## config.mk

```make
export PLATFORM = sky130hd
export DESIGN_NAME = sine_tone_generator_with_fades_flat
export DESIGN_NICKNAME = d
export VERILOG_FILES = /design/src/rtl/core/stg_pkg.sv /design/src/rtl/core/stg_stream_if.sv /design/src/rtl/core/stg_mul.sv /design/src/rtl/core/stg_seq.sv /design/src/rtl/core/sine_tone_generator_with_fades.sv /design/src/flat_wrapper.sv
export SDC_FILE = /design/constraint.sdc
export NUM_CORES = 2
export LEC_CHECK = 0
export BUFFER_PORTS_ARGS = -buffer_cell sky130_fd_sc_hd__buf_2
export CAP_MARGIN = 20
export CORE_UTILIZATION = 27
export CTS_CLUSTER_DIAMETER = 200
export DETAILED_ROUTE_END_ITERATION = 8
export HOLD_SLACK_MARGIN = 0.03
export PLACE_DENSITY = 0.5
export SYNTH_ARGS = -nofsm -noshare
export SYNTH_HDL_FRONTEND = slang
export SYNTH_SLANG_ARGS = --single-unit
```

## constraint.sdc

```tcl
create_clock -name clk -period 11.1 [get_ports clk]
set_clock_uncertainty 0.1 [all_clocks]
set_input_delay 2.22 -clock clk [delete_from_list [all_inputs] [get_ports clk]]
set_output_delay 2.22 -clock clk [all_outputs]
set_load 0.005 [all_outputs]
```

## src/rtl/core/stg_pkg.sv

```systemverilog
// ----------------------------------------------------------------------------
// stg_pkg: shared types and constants of the sine tone generator
// Request and result payloads, sequencer codes, control structs and the
// quarter-free full-period sine table.
// ----------------------------------------------------------------------------
`default_nettype none

package stg_pkg;

	// Field widths fixed by the payload definition.
	localparam int PHASE_W  = 24;
	localparam int DUR_W    = 16;
	localparam int REM_W    = 22;
	localparam int SAMPLE_W = 16;
	localparam int MAG_W    = 15;
	localparam int ROM_AW   = 8;

	// Shared multiplier operand and product widths.
	localparam int MUL_W  = 30;
	localparam int PROD_W = 60;

	// A fade numerator is below 32767 * 63 < 2^21.
	localparam int FADE_NUM_W = 21;

	// Milliseconds to samples: divide by 1000 as a shift by 3 and then a
	// reciprocal multiply for 125 over a 29-bit numerator.
	localparam int MS_PRE_SHIFT = 3;
	localparam int MS_SHIFT     = 36;
	localparam logic [MUL_W-1:0] MS_RECIP = 30'd549755814;

	// Request and result payloads.
	typedef struct packed {
		logic               req_type;
		logic [PHASE_W-1:0] phase_step;
		logic [DUR_W-1:0]   duration_ms;
	} req_t;

	typedef struct packed {
		logic signed [SAMPLE_W-1:0] sample;
		logic                       playing;
		logic                       last;
	} res_t;

	// Request type codes.
	localparam logic REQ_FILL  = 1'b0;
	localparam logic REQ_START = 1'b1;

	// Sequencer states.
	typedef enum logic [3:0] {
		ST_IDLE,
		ST_START_MUL,
		ST_START_DIV,
		ST_START_DONE,
		ST_NOTE,
		ST_LOOK,
		ST_FI_MUL,
		ST_FI_DIV,
		ST_FO_MUL,
		ST_FO_DIV,
		ST_EMIT
	} state_t;

	// Operand selection of the shared multiplier.
	typedef enum logic [2:0] {
		MUL_DUR,
		MUL_MS,
		MUL_FADE_IN,
		MUL_FADE_OUT,
		MUL_RECIP
	} mul_op_t;

	// Datapath status seen by the sequencer.
	typedef struct packed {
		logic req_valid;
		logic req_start;
		logic rem_zero;
		logic out_free;
		logic fade_in;
		logic fade_out;
		logic pos_last;
	} status_t;

	// Sequencer commands to the datapath.
	typedef struct packed {
		logic    req_ready;
		logic    take_start;
		logic    mul_en;
		mul_op_t mul_op;
		logic    lookup;
		logic    div_step;
		logic    emit_sample;
		logic    emit_idle;
		logic    start_done;
	} ctrl_t;

	// One full period of round(32767 * sin(2 * pi * k / 256)).
	localparam logic signed [SAMPLE_W-1:0] SINE_ROM [256] = '{
		16'sd0, 16'sd804, 16'sd1608, 16'sd2410, 16'sd3212, 16'sd4011, 16'sd4808,
		16'sd5602, 16'sd6393, 16'sd7179, 16'sd7962, 16'sd8739, 16'sd9512,
		16'sd10278, 16'sd11039, 16'sd11793, 16'sd12539, 16'sd13279, 16'sd14010,
		16'sd14732, 16'sd15446, 16'sd16151, 16'sd16846, 16'sd17530, 16'sd18204,
		16'sd18868, 16'sd19519, 16'sd20159, 16'sd20787, 16'sd21403, 16'sd22005,
		16'sd22594, 16'sd23170, 16'sd23731, 16'sd24279, 16'sd24811, 16'sd25329,
		16'sd25832, 16'sd26319, 16'sd26790, 16'sd27245, 16'sd27683, 16'sd28105,
		16'sd28510, 16'sd28898, 16'sd29268, 16'sd29621, 16'sd29956, 16'sd30273,
		16'sd30571, 16'sd30852, 16'sd31113, 16'sd31356, 16'sd31580, 16'sd31785,
		16'sd31971, 16'sd32137, 16'sd32285, 16'sd32412, 16'sd32521, 16'sd32609,
		16'sd32678, 16'sd32728, 16'sd32757, 16'sd32767, 16'sd32757, 16'sd32728,
		16'sd32678, 16'sd32609, 16'sd32521, 16'sd32412, 16'sd32285, 16'sd32137,
		16'sd31971, 16'sd31785, 16'sd31580, 16'sd31356, 16'sd31113, 16'sd30852,
		16'sd30571, 16'sd30273, 16'sd29956, 16'sd29621, 16'sd29268, 16'sd28898,
		16'sd28510, 16'sd28105, 16'sd27683, 16'sd27245, 16'sd26790, 16'sd26319,
		16'sd25832, 16'sd25329, 16'sd24811, 16'sd24279, 16'sd23731, 16'sd23170,
		16'sd22594, 16'sd22005, 16'sd21403, 16'sd20787, 16'sd20159, 16'sd19519,
		16'sd18868, 16'sd18204, 16'sd17530, 16'sd16846, 16'sd16151, 16'sd15446,
		16'sd14732, 16'sd14010, 16'sd13279, 16'sd12539, 16'sd11793, 16'sd11039,
		16'sd10278, 16'sd9512, 16'sd8739, 16'sd7962, 16'sd7179, 16'sd6393,
		16'sd5602, 16'sd4808, 16'sd4011, 16'sd3212, 16'sd2410, 16'sd1608,
		16'sd804, 16'sd0, -16'sd804, -16'sd1608, -16'sd2410, -16'sd3212,
		-16'sd4011, -16'sd4808, -16'sd5602, -16'sd6393, -16'sd7179, -16'sd7962,
		-16'sd8739, -16'sd9512, -16'sd10278, -16'sd11039, -16'sd11793,
		-16'sd12539, -16'sd13279, -16'sd14010, -16'sd14732, -16'sd15446,
		-16'sd16151, -16'sd16846, -16'sd17530, -16'sd18204, -16'sd18868,
		-16'sd19519, -16'sd20159, -16'sd20787, -16'sd21403, -16'sd22005,
		-16'sd22594, -16'sd23170, -16'sd23731, -16'sd24279, -16'sd24811,
		-16'sd25329, -16'sd25832, -16'sd26319, -16'sd26790, -16'sd27245,
		-16'sd27683, -16'sd28105, -16'sd28510, -16'sd28898, -16'sd29268,
		-16'sd29621, -16'sd29956, -16'sd30273, -16'sd30571, -16'sd30852,
		-16'sd31113, -16'sd31356, -16'sd31580, -16'sd31785, -16'sd31971,
		-16'sd32137, -16'sd32285, -16'sd32412, -16'sd32521, -16'sd32609,
		-16'sd32678, -16'sd32728, -16'sd32757, -16'sd32767, -16'sd32757,
		-16'sd32728, -16'sd32678, -16'sd32609, -16'sd32521, -16'sd32412,
		-16'sd32285, -16'sd32137, -16'sd31971, -16'sd31785, -16'sd31580,
		-16'sd31356, -16'sd31113, -16'sd30852, -16'sd30571, -16'sd30273,
		-16'sd29956, -16'sd29621, -16'sd29268, -16'sd28898, -16'sd28510,
		-16'sd28105, -16'sd27683, -16'sd27245, -16'sd26790, -16'sd26319,
		-16'sd25832, -16'sd25329, -16'sd24811, -16'sd24279, -16'sd23731,
		-16'sd23170, -16'sd22594, -16'sd22005, -16'sd21403, -16'sd20787,
		-16'sd20159, -16'sd19519, -16'sd18868, -16'sd18204, -16'sd17530,
		-16'sd16846, -16'sd16151, -16'sd15446, -16'sd14732, -16'sd14010,
		-16'sd13279, -16'sd12539, -16'sd11793, -16'sd11039, -16'sd10278,
		-16'sd9512, -16'sd8739, -16'sd7962, -16'sd7179, -16'sd6393, -16'sd5602,
		-16'sd4808, -16'sd4011, -16'sd3212, -16'sd2410, -16'sd1608, -16'sd804
	};

endpackage

`default_nettype wire

```

## src/rtl/core/stg_stream_if.sv

```systemverilog
// ----------------------------------------------------------------------------
// stg_stream_if: valid/ready stream channel
// Carries one payload item per transfer; the payload type is a parameter.
// ----------------------------------------------------------------------------
`default_nettype none

interface stg_stream_if #(
	parameter type payload_t = logic
);

	logic     valid;
	logic     ready;
	payload_t data;

	modport source (output valid, output data, input ready);
	modport sink   (input valid, input data, output ready);

endinterface

`default_nettype wire

```

## src/rtl/core/stg_mul.sv

```systemverilog
// ----------------------------------------------------------------------------
// stg_mul: shared unsigned multiplier
// One 30 x 30 multiply per enabled cycle, product registered.
// ----------------------------------------------------------------------------
`default_nettype none

module stg_mul (
	input  wire logic                       clk,
	input  wire logic                       en,
	input  wire logic [stg_pkg::MUL_W-1:0]  a,
	input  wire logic [stg_pkg::MUL_W-1:0]  b,
	output logic      [stg_pkg::PROD_W-1:0] prod_q
);

	import stg_pkg::*;

	// The product holds until the next enabled cycle.
	always_ff @(posedge clk) begin
		if (en) begin
			prod_q <= PROD_W'(a) * PROD_W'(b);
		end
	end

endmodule

`default_nettype wire

```

## src/rtl/core/stg_seq.sv

```systemverilog
// ----------------------------------------------------------------------------
// stg_seq: request sequencer
// Steps a start request through the duration conversion and a fill request through lookup,
// fades and output of each sample, or to one not-playing result once the tone has run out.
// ----------------------------------------------------------------------------
`default_nettype none

module stg_seq (
	input  wire logic             clk,
	input  wire logic             arst_n,
	input  wire stg_pkg::status_t status,
	output stg_pkg::ctrl_t        ctrl
);

	import stg_pkg::*;

	state_t state_q;
	state_t state_d;

	// State register.
	always_ff @(posedge clk or negedge arst_n) begin
		if (!arst_n) begin
			state_q <= ST_IDLE;
		end else begin
			state_q <= state_d;
		end
	end

	// Next state.
	always_comb begin
		state_d = state_q;
		unique case (state_q)
			ST_IDLE: begin
				if (status.req_valid) begin
					if (status.req_start) begin
						state_d = ST_START_MUL;
					end else if (status.rem_zero) begin
						state_d = ST_NOTE;
					end else begin
						state_d = ST_LOOK;
					end
				end
			end
			ST_START_MUL:  state_d = ST_START_DIV;
			ST_START_DIV:  state_d = ST_START_DONE;
			ST_START_DONE: state_d = ST_IDLE;
			ST_NOTE: begin
				if (status.out_free) begin
					state_d = ST_IDLE;
				end
			end
			ST_LOOK: begin
				if (status.fade_in) begin
					state_d = ST_FI_MUL;
				end else if (status.fade_out) begin
					state_d = ST_FO_MUL;
				end else begin
					state_d = ST_EMIT;
				end
			end
			ST_FI_MUL: state_d = ST_FI_DIV;
			ST_FI_DIV: begin
				state_d = status.fade_out ? ST_FO_MUL : ST_EMIT;
			end
			ST_FO_MUL: state_d = ST_FO_DIV;
			ST_FO_DIV: state_d = ST_EMIT;
			ST_EMIT: begin
				if (status.out_free) begin
					state_d = status.pos_last ? ST_IDLE : ST_LOOK;
				end
			end
			default: state_d = ST_IDLE;
		endcase
	end

	// Commands of each state.
	always_comb begin
		ctrl = '{
			req_ready:   1'b0,
			take_start:  1'b0,
			mul_en:      1'b0,
			mul_op:      MUL_DUR,
			lookup:      1'b0,
			div_step:    1'b0,
			emit_sample: 1'b0,
			emit_idle:   1'b0,
			start_done:  1'b0
		};
		unique case (state_q)
			ST_IDLE: begin
				ctrl.req_ready  = 1'b1;
				ctrl.take_start = status.req_valid && status.req_start;
			end
			ST_START_MUL: begin
				ctrl.mul_en = 1'b1;
				ctrl.mul_op = MUL_DUR;
			end
			ST_START_DIV: begin
				ctrl.mul_en = 1'b1;
				ctrl.mul_op = MUL_MS;
			end
			ST_START_DONE: ctrl.start_done = 1'b1;
			ST_NOTE:       ctrl.emit_idle = status.out_free;
			ST_LOOK:       ctrl.lookup = 1'b1;
			ST_FI_MUL: begin
				ctrl.mul_en = 1'b1;
				ctrl.mul_op = MUL_FADE_IN;
			end
			ST_FI_DIV, ST_FO_DIV: begin
				ctrl.mul_en   = 1'b1;
				ctrl.mul_op   = MUL_RECIP;
				ctrl.div_step = 1'b1;
			end
			ST_FO_MUL: begin
				ctrl.mul_en = 1'b1;
				ctrl.mul_op = MUL_FADE_OUT;
			end
			ST_EMIT: ctrl.emit_sample = status.out_free;
			default: ctrl.req_ready = 1'b0;
		endcase
	end

endmodule

`default_nettype wire

```

## src/rtl/core/sine_tone_generator_with_fades.sv

```systemverilog
// ----------------------------------------------------------------------------
// sine_tone_generator_with_fades: DDS sine tone generator with fades
// Phase accumulator, sine table lookup and linear fade in and fade out,
// all products and divisions through one shared multiplier.
// ----------------------------------------------------------------------------
// A start request (req_type 1) stores the phase step and converts the
// duration to a sample count; it produces no result. A fill request
// (req_type 0) produces BUFFER_SAMPLES results, the last one flagged, or a
// single not-playing result when the tone has run out. Each sample passes
// through a phase step with table lookup, then output, with a multiply and
// a division step for each fade that applies to its buffer. The single
// registered multiplier performs every fade product and every division by
// reciprocal, one operation per cycle; a stalled result port holds the
// sequence.
// The request port is ready only between requests.
// ----------------------------------------------------------------------------
`default_nettype none

module sine_tone_generator_with_fades #(
	parameter int BUFFER_SAMPLES = 64,
	parameter int SAMPLE_RATE    = 48000
) (
	input  wire logic    clk,
	input  wire logic    arst_n,
	stg_stream_if.sink   req,
	stg_stream_if.source res
);

	import stg_pkg::*;

	localparam int POS_W      = $clog2(BUFFER_SAMPLES);
	localparam int FADE_SHIFT = FADE_NUM_W + $clog2(BUFFER_SAMPLES);
	localparam logic [MUL_W-1:0] RECIP_B = MUL_W'(((64'd1 << FADE_SHIFT) +
		64'(BUFFER_SAMPLES) - 64'd1) / 64'(BUFFER_SAMPLES));
	localparam logic [POS_W-1:0] LAST_POS = POS_W'(BUFFER_SAMPLES - 1);

	status_t status;
	ctrl_t   ctrl;

	// Tone state.
	logic [PHASE_W-1:0] acc_q;
	logic [PHASE_W-1:0] inc_q;
	logic [REM_W-1:0]   rem_q;
	logic               first_q;
	logic [POS_W-1:0]   pos_q;
	logic               from_div_q;
	logic               out_valid_q;

	// Payload registers.
	logic [DUR_W-1:0] dur_q;
	logic [MAG_W-1:0] mag_q;
	logic             neg_q;
	res_t             out_q;

	// Shared multiplier operands.
	logic [MUL_W-1:0]  mul_a;
	logic [MUL_W-1:0]  mul_b;
	logic [PROD_W-1:0] prod;

	logic [PHASE_W-1:0]         phase_next;
	logic signed [SAMPLE_W-1:0] rom_val;
	logic [SAMPLE_W-1:0]        rom_abs;
	logic [MAG_W-1:0]           mag_now;
	logic                       ending;
	logic                       out_free;

	// Status for the sequencer.
	assign ending   = rem_q <= REM_W'(BUFFER_SAMPLES);
	assign out_free = !out_valid_q || res.ready;

	assign status = '{
		req_valid: req.valid,
		req_start: req.data.req_type == REQ_START,
		rem_zero:  rem_q == '0,
		out_free:  out_free,
		fade_in:   first_q,
		fade_out:  ending,
		pos_last:  pos_q == LAST_POS
	};

	stg_seq u_seq (
		.clk    (clk),
		.arst_n (arst_n),
		.status (status),
		.ctrl   (ctrl)
	);

	// Table lookup at the advanced phase.
	assign phase_next = acc_q + inc_q;
	assign rom_val    = SINE_ROM[phase_next[PHASE_W-1 -: ROM_AW]];
	assign rom_abs    = rom_val[SAMPLE_W-1] ? SAMPLE_W'(-rom_val) : SAMPLE_W'(rom_val);

	// The working magnitude is the last quotient once a fade has run.
	assign mag_now = from_div_q ? prod[FADE_SHIFT +: MAG_W] : mag_q;

	// Operand selection for the shared multiplier.
	always_comb begin
		unique case (ctrl.mul_op)
			MUL_DUR: begin
				mul_a = MUL_W'(dur_q);
				mul_b = MUL_W'(SAMPLE_RATE);
			end
			MUL_MS: begin
				mul_a = MUL_W'(prod[31:MS_PRE_SHIFT]);
				mul_b = MS_RECIP;
			end
			MUL_FADE_IN: begin
				mul_a = MUL_W'(mag_now);
				mul_b = MUL_W'(pos_q);
			end
			MUL_FADE_OUT: begin
				mul_a = MUL_W'(mag_now);
				mul_b = MUL_W'(LAST_POS - pos_q);
			end
			MUL_RECIP: begin
				mul_a = MUL_W'(prod[FADE_NUM_W-1:0]);
				mul_b = RECIP_B;
			end
			default: begin
				mul_a = '0;
				mul_b = '0;
			end
		endcase
	end

	stg_mul u_mul (
		.clk    (clk),
		.en     (ctrl.mul_en),
		.a      (mul_a),
		.b      (mul_b),
		.prod_q (prod)
	);

	// Tone state updates.
	always_ff @(posedge clk or negedge arst_n) begin
		if (!arst_n) begin
			acc_q      <= '0;
			inc_q      <= '0;
			rem_q      <= '0;
			first_q    <= 1'b1;
			pos_q      <= '0;
			from_div_q <= 1'b0;
		end else begin
			if (ctrl.take_start) begin
				inc_q <= req.data.phase_step;
				if (rem_q == '0) begin
					first_q <= 1'b1;
				end
			end
			if (ctrl.start_done) begin
				rem_q <= prod[MS_SHIFT +: REM_W];
			end
			if (ctrl.lookup) begin
				acc_q      <= phase_next;
				from_div_q <= 1'b0;
			end
			if (ctrl.div_step) begin
				from_div_q <= 1'b1;
			end
			if (ctrl.emit_sample) begin
				if (pos_q == LAST_POS) begin
					pos_q   <= '0;
					first_q <= 1'b0;
					if (ending) begin
						rem_q <= '0;
						acc_q <= '0;
					end else begin
						rem_q <= rem_q - REM_W'(BUFFER_SAMPLES);
					end
				end else begin
					pos_q <= pos_q + POS_W'(1);
				end
			end
		end
	end

	// Captured request duration and the sample looked up.
	always_ff @(posedge clk) begin
		if (ctrl.take_start) begin
			dur_q <= req.data.duration_ms;
		end
		if (ctrl.lookup) begin
			mag_q <= rom_abs[MAG_W-1:0];
			neg_q <= rom_val[SAMPLE_W-1];
		end
	end

	// Result register: filled by the sequencer, emptied by a transfer.
	always_ff @(posedge clk or negedge arst_n) begin
		if (!arst_n) begin
			out_valid_q <= 1'b0;
		end else if (ctrl.emit_sample || ctrl.emit_idle) begin
			out_valid_q <= 1'b1;
		end else if (res.ready) begin
			out_valid_q <= 1'b0;
		end
	end

	always_ff @(posedge clk) begin
		if (ctrl.emit_sample) begin
			out_q.sample  <= neg_q ? -$signed({1'b0, mag_now}) : $signed({1'b0, mag_now});
			out_q.playing <= 1'b1;
			out_q.last    <= pos_q == LAST_POS;
		end else if (ctrl.emit_idle) begin
			out_q.sample  <= '0;
			out_q.playing <= 1'b0;
			out_q.last    <= 1'b1;
		end
	end

	assign req.ready = ctrl.req_ready;
	assign res.valid = out_valid_q;
	assign res.data  = out_q;

endmodule

`default_nettype wire

```

## src/flat_wrapper.sv

```systemverilog
// flat-port wrapper written by rule: the top's interface ports become plain ports
module sine_tone_generator_with_fades_flat import stg_pkg::*;
#(
	parameter int BUFFER_SAMPLES = 64,
	parameter int SAMPLE_RATE    = 48000
)
  (clk, arst_n, req_valid, req_data, req_ready, res_valid, res_data, res_ready);
  stg_stream_if #(.payload_t(req_t)) req_i ();
  stg_stream_if #(.payload_t(res_t)) res_i ();
  input  wire logic clk;
  input  wire logic arst_n;
  input wire logic [$bits(req_i.valid)-1:0] req_valid;
  input wire logic [$bits(req_i.data)-1:0] req_data;
  output wire logic [$bits(req_i.ready)-1:0] req_ready;
  output wire logic [$bits(res_i.valid)-1:0] res_valid;
  output wire logic [$bits(res_i.data)-1:0] res_data;
  input wire logic [$bits(res_i.ready)-1:0] res_ready;
  assign req_i.valid = req_valid;
  assign req_i.data = req_data;
  assign req_ready = req_i.ready;
  assign res_valid = res_i.valid;
  assign res_data = res_i.data;
  assign res_i.ready = res_ready;
  sine_tone_generator_with_fades #(.BUFFER_SAMPLES(BUFFER_SAMPLES), .SAMPLE_RATE(SAMPLE_RATE)) u_core (.clk(clk), .arst_n(arst_n), .req(req_i), .res(res_i));
endmodule
```

==> results.ini <==
[run_status]
status=finished clean

[drt]
detail-route-antenna-nets=0
wl_per_cell_um=20.5
drcViolationCount=0
vias=26400
vias_per_cell=4.98
drt-total-wl_mm=109
drt_iter0_drc=2295
firstDrtPassIters=6

[logic_synthesis]
synth_warnings=0
postSynth.asyncResetShare_pct=43.5
synthSimpleGateAreaFrac_pct=11.4
yosysUniqueCellTypes=101
yosysTopAreaCell=fa_1
yosysSeqAreaShare_pct=16.1
synth_edf_count=107
synth-main-ff-cell=edfxtp_1
synthMuxAreaShare_pct=1.74
synth_top_family_by_area=adder cells
synth_compound_area_share_pct=15.9
synth_cells=3615
ys_ff_latch=191
ys_top_cells_by_area=fa_1, ha_1, edfxtp_1
avgSynthCellArea_um2=9.13
synthXorXnorAreaFrac_pct=2.52
synth_area_um2=33000
yosys.area_share.adder_pct=42.3
synth_top_area_share_pct=25.3

[worst_setup_path]
r2r_start=u_core.u_seq.state_q[2]
cp-startpoint=u_core.u_seq.state_q[2]
cp_common_cell=fa_1
criticalPathCategory=flop to flop
r2r_slack_ps=490
r2r_end=u_core.u_mul.prod_q[57]
cp_data_required_time_ps=11250
rr_worst_depth=34
critPathSlowestCell=a2111oi_0
path_buf_inv=5
crit_family=adder cells
max_stage_delay_ps=670
crit_path_max_fanout=13
cp.arrival_ps=10760
endpoint_kind=flop
worstSetupStartpointType=flop

[floorplanning]
dieArea_um2=124000
rows=127
die_width_um=352
ioPinCount=65
start_util_pct=27.4
core_area_um2=121000
die_y_um=352

[final_layout]
nFillCells=12800
syn2layout_area_growth_pct=9.53
n_antenna_cell=0
finish.utilization_pct=30.0
nets=4587
drive_gt1_share_pct=7.89
fin_area_um2=36200
final_common_cell=inv_1
final_cell_mix=inv_1, ha_1, fa_1, nor2_1, nand2_1

[hold_path]
min_path_cells=2
hold_path.class=flop to flop
min_to=u_core.res.data[1]
hp-start=u_core.res.data[1]

[cts]
cts_tree=built
h-tree-depth=4
clk_pin_slew_ps=80
cts_setup_buffers=0
cts_buffer_depth=2
holdBufCountCts=0
clk_latency_ps=500
tritoncts.num_buffers=17
cts-root-buf=clkbuf_16
cts.sinks=191

[place]
placed_cell_area_um2=35500
dp_hpwl_mm=86.8
pre_cts_ws_ps=541
io_buffer_count=64
routabilityCongestion=0.978

[global_route]
grt_pass1_wl_mm=168
overflow=0
grt_usage_pct=17.9
grt_pass1_vias=27100
grt_max_degree=88
antenna_found_initial=2

[sta]
setup_viol=0
final_hold_viol_count=0
grt_setup_unrepaired=no
setup_tns_ps=0
final.setup.worst_slack_ps=489
max_freq_mhz=94.2
worst_pin_slew_ps=1160
post-route-period-util_pct=95.6
max_slew_margin_pct=21.6
min_period_ps=10610
final_max_slew_viol_count=0

[flow_run]
drv_cap=0

-- repair_timing --
action,4_1_cts,5_1_grt
gates resized for setup,0,1
endpoints found under the hold margin,0,0
endpoints found under the setup margin,0,1
-- registers in the layout, summed over array words and instances, names as in the netlist --
register and count:
u_core.mag_q 15, u_core.first_q 1, u_core.dur_q 16, u_core.acc_q 24
u_core.pos_q 6, u_core.u_mul.prod_q 58, u_core.rem_q 22, u_core.neg_q 1
u_core.from_div_q 1, u_core.inc_q 24, u_core.u_seq.state_q 4, u_core.res.valid 1
u_core.res.data 18
-- cell usage after synthesis (all sizes together), types with 18 or more instances --
cell,number
nand2,211
clkbuf,85
a21oi,192
o211ai,37
nor2,221
inv,710
mux2,40
fa,417
nand3,55
and2,20
dfrtp,82
nor4,24
buf,69
or2,32
nand2b,33
a221oi,20
a211oi,48
o21ai,164
xnor2,60
ha,448
or3,18
a31oi,28
a21o,57
nor3,59
xor2,34
edfxtp,107
and3,46
o31ai,20
-- area by class of cell --
cell class                      instances  area, um^2  area share [%]
Clock buffer                           19         454            1.26
Multi-Input combinational cell       2620       24700            68.2
Sequential cell                       191        5310            14.7
Clock inverter                         13         168           0.464
Tap cell                             1612        2020            5.58
Inverter                              711        2670            7.38
Timing Repair Buffer                  136         867            2.40
-- kinds of logic (layout without fill, tap and decap cells) --
kind of cell,Yosys count,after routing
simple gates,776,776
buf+inv,865,879
xor+xnor,94,94
mux,51,51
fa+ha+maj,865,865
flops,191,191
compound gates,771,771
other cells,2,63
-- worst register-to-register path, delay by kind of cell (launching register included) --
| kind | cells | cell delay, ps |
|---|---|---|
| adder cells (fa/ha/maj) | 9 | 3890 |
| AND/OR/NAND/NOR | 6 | 1420 |
| flip-flops | 1 | 490 |
| XOR/XNOR | 1 | 80 |
| AO/OA/AOI/OAI | 13 | 3830 |
| buffers and inverters | 5 | 560 |
-- worst max path at each step --
| stage | to | slack (ps) | cells after the start |
|---|---|---|---|
| 3_5_place_dp | u_core.u_mul.prod_q[57] | 540 | 37 |
| 6_report | u_core.u_mul.prod_q[57] | 490 | 34 |
| 2_1_floorplan | u_core.u_mul.prod_q[53] | 1630 | 35 |
| 4_1_cts | u_core.u_mul.prod_q[57] | 500 | 37 |
| 3_3_place_gp | u_core.u_mul.prod_q[57] | 720 | 34 |
| 5_1_grt | u_core.u_mul.prod_q[57] | 40 | 34 |
-- layer usage --
layer | track usage [%] | share of wire (%)
met5 | 0 | 0
met2 | 28.9 | 46
met3 | 2.77 | 6.2
met1 | 24.6 | 45
met4 | 5.58 | 2.9
-- stage by stage --
step	hold WS, ps	std cells
2_1_floorplan	315	3676
3_3_place_gp	361	5268
3_5_place_dp	362	5269
4_1_cts	374	5301
5_1_grt	398	5302
6_report	368	5302
Power is not shown: default switching activity piles up to over one toggle a cycle in this logic, so the estimate is an artifact.
